File: config.mk
export PLATFORM = sky130hd
export DESIGN_NAME = moving_average_window_top
export DESIGN_NICKNAME = d
export VERILOG_FILES = /design/src/sv/mavw_pkg.sv /design/src/sv/mavw_ram.sv /design/src/sv/mavw_div.sv /design/src/sv/moving_average_window_top.sv
export SDC_FILE = /design/constraint.sdc
export NUM_CORES = 2
export LEC_CHECK = 0
export BUFFER_PORTS_ARGS = -buffer_cell sky130_fd_sc_hd__buf_2
export CORE_MARGIN = 2
export CORE_UTILIZATION = 60
export CTS_CLUSTER_SIZE = 20
export DETAILED_ROUTE_END_ITERATION = 8
export MAX_ROUTING_LAYER = met4
export PLACE_DENSITY = 0.77
export SETUP_SLACK_MARGIN = 0.5
export SLEW_MARGIN = 40
export SYNTH_ARGS = -nofsm -noshare
export SYNTH_HDL_FRONTEND = slang
export SYNTH_SLANG_ARGS = --single-unit
File: constraint.sdc
create_clock -name clk -period 5.5 [get_ports clk]
set_input_delay 0.55 -clock clk [delete_from_list [all_inputs] [get_ports clk]]
set_output_delay 0.55 -clock clk [all_outputs]
set_load 0.05 [all_outputs]
File: src/sv/mavw_pkg.sv
package mavw_pkg;

  // window size register
  localparam int CFG_W = 7;
  localparam logic [CFG_W-1:0] CFG_RESET = 7'd3;

  // result word
  localparam int AVG_W = 48;

endpackage

File: src/sv/mavw_ram.sv
module mavw_ram #(
  parameter int WIDTH = 32,
  parameter int DEPTH = 64
) (
  input  logic                                 clk,
  input  logic                                 we,
  input  logic [(DEPTH > 1 ? $clog2(DEPTH) : 1)-1:0] waddr,
  input  logic [WIDTH-1:0]                     wdata,
  input  logic                                 re,
  input  logic [(DEPTH > 1 ? $clog2(DEPTH) : 1)-1:0] raddr,
  output logic [WIDTH-1:0]                     rdata
);

  logic [WIDTH-1:0] mem_r [DEPTH];
  logic [WIDTH-1:0] rdata_r;

  always_ff @(posedge clk) begin
    if (we) begin
      mem_r[waddr] <= wdata;
    end
    if (re) begin
      rdata_r <= mem_r[raddr];
    end
  end

  assign rdata = rdata_r;

endmodule

File: src/sv/mavw_div.sv
module mavw_div #(
  parameter int DVD_W = 54,
  parameter int DSR_W = 7
) (
  input  logic             clk,
  input  logic             rst_n,
  input  logic             start,
  input  logic [DVD_W-1:0] dividend,
  input  logic [DSR_W-1:0] divisor,
  output logic             done,
  output logic [DVD_W-1:0] quotient
);

  localparam int STEP_W = $clog2(DVD_W + 1);

  // dividend bits leave at the top, quotient bits enter at the bottom
  logic [DVD_W-1:0]  sh_r, sh_nxt;
  logic [DSR_W-1:0]  rem_r, rem_nxt;
  logic [STEP_W-1:0] step_r, step_nxt;
  logic              busy_r, busy_nxt;
  logic              done_r, done_nxt;

  logic [DSR_W:0] trial;
  logic [DSR_W:0] diff;
  logic           ge;

  always_comb begin
    trial = {rem_r, sh_r[DVD_W-1]};
    diff  = trial - {1'b0, divisor};
    ge    = trial >= {1'b0, divisor};

    sh_nxt   = sh_r;
    rem_nxt  = rem_r;
    step_nxt = step_r;
    busy_nxt = busy_r;
    done_nxt = 1'b0;

    if (start) begin
      sh_nxt   = dividend;
      rem_nxt  = '0;
      step_nxt = STEP_W'(DVD_W);
      busy_nxt = 1'b1;
    end else if (busy_r) begin
      // restoring step, remainder stays below the divisor
      rem_nxt  = ge ? diff[DSR_W-1:0] : trial[DSR_W-1:0];
      sh_nxt   = {sh_r[DVD_W-2:0], ge};
      step_nxt = step_r - 1'b1;
      if (step_r == STEP_W'(1)) begin
        busy_nxt = 1'b0;
        done_nxt = 1'b1;
      end
    end
  end

  always_ff @(posedge clk) begin
    if (!rst_n) begin
      step_r <= '0;
      busy_r <= 1'b0;
      done_r <= 1'b0;
    end else begin
      step_r <= step_nxt;
      busy_r <= busy_nxt;
      done_r <= done_nxt;
    end
    sh_r  <= sh_nxt;
    rem_r <= rem_nxt;
  end

  assign done     = done_r;
  assign quotient = sh_r;

endmodule

File: src/sv/moving_average_window_top.sv
// channel | ports                                   | direction
// in      | in_valid, in_ready, in_sample           | sample word in
// out     | out_valid, out_ready, out_average,      | average word out
//         | out_invalid                             |
// cfg     | cfg_valid, cfg_ready, cfg_window_size   | window size write
//
// one sample word is in flight at a time: after accept it passes the subtract, add, load,
// divide and finish states, with the bit-serial divider giving one quotient bit a cycle,
// and the next is accepted once back in idle; a zero window goes from accept straight to finish.
// no clearing pass on the ring: the fill count keeps unwritten slots from entering the sum.
// reset is synchronous, active low; a window size write is taken only while idle.
// a sample taken while the last average waits holds before the output until that word leaves
module moving_average_window_top #(
  parameter int MAX_WINDOW   = 64,
  parameter int SAMPLE_WIDTH = 32,
  parameter int FRAC_BITS    = 16
) (
  input  logic                            clk,
  input  logic                            rst_n,

  input  logic                            in_valid,
  output logic                            in_ready,
  input  logic signed [SAMPLE_WIDTH-1:0]  in_sample,

  output logic                            out_valid,
  input  logic                            out_ready,
  output logic signed [mavw_pkg::AVG_W-1:0] out_average,
  output logic                            out_invalid,

  input  logic                            cfg_valid,
  output logic                            cfg_ready,
  input  logic [mavw_pkg::CFG_W-1:0]      cfg_window_size
);

  localparam int PTR_W = MAX_WINDOW > 1 ? $clog2(MAX_WINDOW) : 1;
  localparam int CNT_W = $clog2(MAX_WINDOW + 1);
  localparam int SUM_W = SAMPLE_WIDTH + $clog2(MAX_WINDOW);
  localparam int DVD_W = SUM_W + FRAC_BITS;
  localparam int QX_W  = DVD_W > mavw_pkg::AVG_W ? DVD_W : mavw_pkg::AVG_W;

  typedef enum logic [2:0] {
    S_IDLE,
    S_SUB,
    S_ADD,
    S_LOAD,
    S_DIV,
    S_FIN
  } state_t;

  state_t                            state_r, state_nxt;
  logic [mavw_pkg::CFG_W-1:0]        win_r, win_nxt;
  logic [PTR_W-1:0]                  wp_r, wp_nxt;
  logic [CNT_W-1:0]                  fill_r, fill_nxt;
  logic signed [SUM_W-1:0]           sum_r, sum_nxt;
  logic signed [SAMPLE_WIDTH-1:0]    sample_r, sample_nxt;
  logic                              inv_r, inv_nxt;
  logic                              neg_r, neg_nxt;
  logic                              out_valid_r, out_valid_nxt;
  logic [mavw_pkg::AVG_W-1:0]        out_avg_r, out_avg_nxt;
  logic                              out_inv_r, out_inv_nxt;

  logic [CNT_W-1:0]  w_eff;
  logic              in_fire;
  logic              cfg_fire;
  logic              full;
  logic [PTR_W:0]    wp_inc;
  logic [SUM_W-1:0]  mag;
  logic [QX_W-1:0]   q_ext;
  logic [QX_W-1:0]   avg_full;

  logic              ram_we;
  logic [SAMPLE_WIDTH-1:0] ram_rdata;

  logic              div_start;
  logic              div_done;
  logic [DVD_W-1:0]  div_dvd;
  logic [DVD_W-1:0]  div_q;

  // window saturates at the ring depth
  always_comb begin
    if (32'(win_r) > 32'(MAX_WINDOW)) begin
      w_eff = CNT_W'(MAX_WINDOW);
    end else begin
      w_eff = CNT_W'(win_r);
    end
  end

  // a window write goes ahead of a sample in the same cycle
  assign in_ready  = (state_r == S_IDLE) && !cfg_valid;
  assign cfg_ready = (state_r == S_IDLE);
  assign in_fire   = in_valid && in_ready;
  assign cfg_fire  = cfg_valid && cfg_ready;
  assign full      = fill_r >= w_eff;
  assign wp_inc    = {1'b0, wp_r} + 1'b1;
  assign mag       = sum_r[SUM_W-1] ? unsigned'(SUM_W'(-sum_r)) : unsigned'(sum_r);
  assign div_dvd   = DVD_W'(mag) << FRAC_BITS;
  assign div_start = (state_r == S_LOAD);
  assign ram_we    = (state_r == S_SUB);
  assign q_ext     = QX_W'(div_q);
  assign avg_full  = neg_r ? (-q_ext) : q_ext;

  mavw_ram #(
    .WIDTH (SAMPLE_WIDTH),
    .DEPTH (MAX_WINDOW)
  ) u_ring (
    .clk   (clk),
    .we    (ram_we),
    .waddr (wp_r),
    .wdata (sample_r),
    .re    (in_fire),
    .raddr (wp_r),
    .rdata (ram_rdata)
  );

  mavw_div #(
    .DVD_W (DVD_W),
    .DSR_W (CNT_W)
  ) u_div (
    .clk      (clk),
    .rst_n    (rst_n),
    .start    (div_start),
    .dividend (div_dvd),
    .divisor  (fill_r),
    .done     (div_done),
    .quotient (div_q)
  );

  always_comb begin
    state_nxt     = state_r;
    win_nxt       = win_r;
    wp_nxt        = wp_r;
    fill_nxt      = fill_r;
    sum_nxt       = sum_r;
    sample_nxt    = sample_r;
    inv_nxt       = inv_r;
    neg_nxt       = neg_r;
    out_valid_nxt = out_valid_r;
    out_avg_nxt   = out_avg_r;
    out_inv_nxt   = out_inv_r;

    if (out_valid_r && out_ready) begin
      out_valid_nxt = 1'b0;
    end

    if (cfg_fire) begin
      win_nxt  = cfg_window_size;
      wp_nxt   = '0;
      fill_nxt = '0;
      sum_nxt  = '0;
    end

    unique case (state_r)
      S_IDLE: begin
        if (in_fire) begin
          sample_nxt = in_sample;
          inv_nxt    = (w_eff == '0);
          state_nxt  = (w_eff == '0) ? S_FIN : S_SUB;
        end
      end
      S_SUB: begin
        // evicted sample read at accept, new one takes its slot
        if (full) begin
          sum_nxt  = sum_r - SUM_W'($signed(ram_rdata));
          fill_nxt = w_eff;
        end else begin
          fill_nxt = fill_r + 1'b1;
        end
        wp_nxt    = (32'(wp_inc) == 32'(w_eff)) ? '0 : wp_inc[PTR_W-1:0];
        state_nxt = S_ADD;
      end
      S_ADD: begin
        sum_nxt   = sum_r + SUM_W'(sample_r);
        state_nxt = S_LOAD;
      end
      S_LOAD: begin
        neg_nxt   = sum_r[SUM_W-1];
        state_nxt = S_DIV;
      end
      S_DIV: begin
        if (div_done) begin
          state_nxt = S_FIN;
        end
      end
      S_FIN: begin
        if (!out_valid_r || out_ready) begin
          out_valid_nxt = 1'b1;
          out_inv_nxt   = inv_r;
          out_avg_nxt   = inv_r ? '0 : avg_full[mavw_pkg::AVG_W-1:0];
          state_nxt     = S_IDLE;
        end
      end
      default: state_nxt = S_IDLE;
    endcase
  end

  always_ff @(posedge clk) begin
    if (!rst_n) begin
      state_r     <= S_IDLE;
      win_r       <= mavw_pkg::CFG_RESET;
      wp_r        <= '0;
      fill_r      <= '0;
      sum_r       <= '0;
      out_valid_r <= 1'b0;
    end else begin
      state_r     <= state_nxt;
      win_r       <= win_nxt;
      wp_r        <= wp_nxt;
      fill_r      <= fill_nxt;
      sum_r       <= sum_nxt;
      out_valid_r <= out_valid_nxt;
    end
    sample_r  <= sample_nxt;
    inv_r     <= inv_nxt;
    neg_r     <= neg_nxt;
    out_avg_r <= out_avg_nxt;
    out_inv_r <= out_inv_nxt;
  end

  assign out_valid   = out_valid_r;
  assign out_average = out_avg_r;
  assign out_invalid = out_inv_r;

  a_fill_bound: assert property (@(posedge clk) disable iff (!rst_n)
    fill_r <= w_eff)
    else $error("fill count beyond window");

  a_ptr_bound: assert property (@(posedge clk) disable iff (!rst_n)
    (w_eff != '0) |-> (CNT_W'(wp_r) < w_eff))
    else $error("write pointer beyond window");

  a_div_done: assert property (@(posedge clk) disable iff (!rst_n)
    div_done |-> (state_r == S_DIV))
    else $error("divider finished outside of division");

  a_inv_zero: assert property (@(posedge clk) disable iff (!rst_n)
    (out_valid && out_invalid) |-> (out_average == '0))
    else $error("invalid word with nonzero average");

endmodule

==> reports/summary.md <==
Max-cap violations in this run came to 0. In this run, synthesis inferred 2201 flip-flops with an integrated enable. The net count after synthesis was 5652. The share of cells above drive strength 1 is 0.122, and the floorplan die area is 151000 µm². The number of buffers and inverters on the critical path is 0.

Setup repair after global routing left no endpoint under its margin. The synthesized netlist contains 72 unique library cells. Sorting the synthesized cells by area gives the leading types as sky130_fd_sc_hd__edfxtp_1, sky130_fd_sc_hd__a22oi_1, sky130_fd_sc_hd__a221oi_1.

The cell area that synthesis handed to floorplanning was 88900 µm². The first detailed-routing pass ran for 9 iterations. The post-synthesis compound-gate area fraction was 0.145. At the worst endpoint, the arrival time is 4800 ps.

IR analysis of the VDD net gives a maximum drop of 384 µV. The DRC violation count after routing is 0. Once the clock tree was built, the resizer swapped 0 gates to a different size.

In this run the worst path has a maximum fanout of 7. Measured along the y axis, the die boundary spans 389 µm. The core footprint was 147000 µm²; the count of buffers from port buffering was 95.

The area share of fa/ha/maj cells after synthesis was 0.0139; the number of endpoints with negative hold slack in the final report was 0. The portion of the clock cycle consumed by the worst path in the final layout was 0.775; the placed wire-length estimate was 158000 µm. Sum of overflow across all layers after global routing: 0. Grouping stages by cell kind, the critical path spends the most delay in simple AND/OR/NAND/NOR gates.

The count of final setup violators was 0. The simple-gate share of the synthesized area was 0.0415. CTS placed an instance of sky130_fd_sc_hd__clkbuf_16 at the clock tree root. Class of the most critical hold timing path: input port to flip-flop.

Each instance of the synthesized netlist takes up on average 16.1 µm². The post-route minimum period works out to 4260 ps. The number of antenna violations at the first check in global routing was 22; the filler cell count was 9200. The die span in x works out to 389 µm. The sequential fraction of the synthesis area was 0.764. The flow ran to the end, and the final reports show no timing, DRC or antenna violations. Dividing total power by cell area gives a power density of 413 nW/µm².

The number of vias after detailed routing came out at 56800. Entering global routing, the biggest net connects 86 pins. Wires add up to 265000 µm.

The clock net in this run drives a total of 2294 sinks. The setup total negative slack is 0 ps, and the yosys synthesis warning count is 0. The proportion of synthesized flip-flops having asynchronous set or reset is 0, and the placer's final routability congestion estimate is 0.945. The proportion of netlist area held by the largest area contributor is 0.743, and the standby leakage power is 31.8 nW. By area, the combinational part of the netlist is dominated by compound AO/OA/AOI/OAI gates. The worst-case headroom to the max-slew limit came out at 0.358. Most common cell after layout, fill and taps aside: sky130_fd_sc_hd__edfxtp_1. Post-CTS timing repair inserted 0 buffers for setup.

TritonCTS built the clock tree. For the pin with the worst max-slew slack, the measured transition is 961 ps. For the worst setup path, the data required time is 6040 ps. Static timing analysis puts the maximum clock frequency at 0.235 GHz. The post-route antenna net violation count was 0. For the maximum root-to-sink buffer count, the log shows 3. Buffers inserted to repair hold after CTS numbered 34. Using the TritonRoute via totals, the vias-per-cell ratio works out to 7.24. The synthesized-area fraction occupied by xor and xnor cells came out at 0.0151. Synthesis inferred 2294 register bits. The post-synthesis mux area share was 0.00215. The number of instances in the synthesized netlist is 5511, and the final routed wire length divided by cell count is 33.8 µm. Traced cell by cell, the critical path runs through nor4_1 -> nand3_1 -> or3b_2 -> or3b_2 -> or4_1 -> nor3_1 -> nand3_1 -> o41ai_1 -> xor2_1 -> nor2_1.

STA classifies the critical path endpoint as a flip-flop. For the overall global routing resource usage, the log shows 0.356. The initial core utilization was 0.603; the placement-stage worst setup slack was 1340 ps. In the layout the commonest cells are sky130_fd_sc_hd__edfxtp_1, sky130_fd_sc_hd__a22oi_1, sky130_fd_sc_hd__a31oi_1. The detailed router's first-iteration violation count was 9450; the worst clock skew was 65.9 ps.

The top cell type by total area after synthesis is sky130_fd_sc_hd__edfxtp_1. By startpoint and endpoint, the worst setup path is classified as flip-flop to flip-flop. The via count of the first global-routing pass was 53600; the largest stage delay on the critical path was 610 ps.

During I/O placement, the number of pins put on the boundary was 96. The worst-skew pair later-pin latency was 870 ps. The number of cells in the design after placement came out at 7412.

After the last flow step, the layout net total stands at 5873. The logs give 141 for the number of placement rows and 1240 ps for the setup slack of the critical path after layout. For this run, the leading register cell type out of synthesis is sky130_fd_sc_hd__edfxtp_1.

The largest individual stage delay along the critical path comes from the cell sky130_fd_sc_hd__or3b_2. Clock tree synthesis inserted a total of 209 buffers. In this run the number of H-tree levels came out at 4. The count of cells in the finished layout, fillers not included, comes to 7845. Compared with the post-synthesis result, the final layout area differs by 12.8%. After clock tree synthesis, the clock-pin slew on the worst setup and hold paths is 60 ps.

The kind of launch point of the worst setup path is a flip-flop. The first global-routing pass estimated 377000 µm of wire. The max-slew violation count was 0.
## kinds of logic after synthesis
kind of cell	Yosys count
fa+ha+maj	97
simple gates	757
mux	19
flops	2294
compound gates	1767
buf+inv	424
xor+xnor	153
## cells in the mapped netlist (all sizes together), types with 57 or more instances
library cell / instances
edfxtp: 2201
a22oi: 595
nor2: 248
clkbuf: 247
a31oi: 226
a221oi: 223
a22o: 219
a21oi: 158
nand2: 139
o21ai: 137
buf: 102
nand3: 99
xor2: 96
ha: 94
dfxtp: 93
inv: 73
nand4: 57
xnor2: 57
## through the flow
stage | power [mW] | util | hold WS [ps] | area, µm²
floorplan | 25.1 | - | 406 | 88900
global placement | 27.5 | 0.632 | 459 | 93200
detailed placement | 27.6 | 0.633 | 469 | 93400
CTS | 41.2 | 0.679 | 20.6 | 100000
global route | 42.5 | 0.680 | 20.9 | 100000
finish | 41.4 | 0.680 | 75.6 | 100000
## state kept, by name, summed over array words and instances, names as in the netlist
signal          cells
u_ring.mem_r     2048
u_div.quotient     54
out_average        48
sum_r              38
sample_r           32
u_ring.rdata       32
fill_r              7
u_div.rem_r         7
win_r               7
u_div.step_r        6
wp_r                6
state_r             3
inv_r               1
neg_r               1
out_invalid         1
out_valid           1
u_div.busy_r        1
u_div.done          1
## worst reg2reg max path: stages (launching register included)
cell	delay, ps
sky130_fd_sc_hd__dfxtp_1	370
sky130_fd_sc_hd__nor4_1	600
sky130_fd_sc_hd__nand3_1	320
sky130_fd_sc_hd__or3b_2	610
sky130_fd_sc_hd__or3b_2	520
sky130_fd_sc_hd__or4_1	470
sky130_fd_sc_hd__nor3_1	300
sky130_fd_sc_hd__nand3_1	170
sky130_fd_sc_hd__o41ai_1	370
sky130_fd_sc_hd__xor2_1	170
sky130_fd_sc_hd__nor2_1	50
## path summary, 6_finish.rpt
path,startpoint,to,slack [ps],cells after the start
worst min-delay path,in_sample[14],sample_r[14]$_DFFE_PP_,80,1
worst min register to register,u_div.rem_r[6]$_SDFFE_PP0P_,u_div.rem_r[6]$_SDFFE_PP0P_,480,2
worst max register to register,u_div.quotient[2]$_SDFFE_PP0P_,out_average[45]$_SDFFCE_PP0P_,1240,10
worst max-delay path,u_div.quotient[2]$_SDFFE_PP0P_,out_average[45]$_SDFFCE_PP0P_,1240,10
## power breakdown
| part | internal [mW] | switching [mW] | total [mW] | leakage, nW |
|---|---|---|---|---|
| combinational | 2.25 | 4.82 | 7.07 | 8.14 |
| clock | 7.52 | 6.34 | 13.9 | 3.13 |
| sequential | 20.0 | 0.490 | 20.5 | 20.6 |
## metal layers
layer  part of all wire  track usage  vias up
met2               0.45        0.523     4920
met4              0.056        0.183        0
li1                   -            -    23200
met1               0.34        0.448    27900
met3               0.15        0.114      766
met5                  0            -        -
## final cells by class
cell class | count | area, µm² | share of cell area
Sequential cell | 2294 | 68000 | 0.678
Antenna cell | 16 | 40.0 | 0.000399
Timing Repair Buffer | 359 | 3130 | 0.0312
Tap cell | 1930 | 2410 | 0.0241
Multi-Input combinational cell | 2793 | 20100 | 0.200
Inverter | 75 | 282 | 0.00281
Clock buffer | 267 | 5520 | 0.0550
Clock inverter | 111 | 908 | 0.00906
Power figures use the tool's default switching activity.
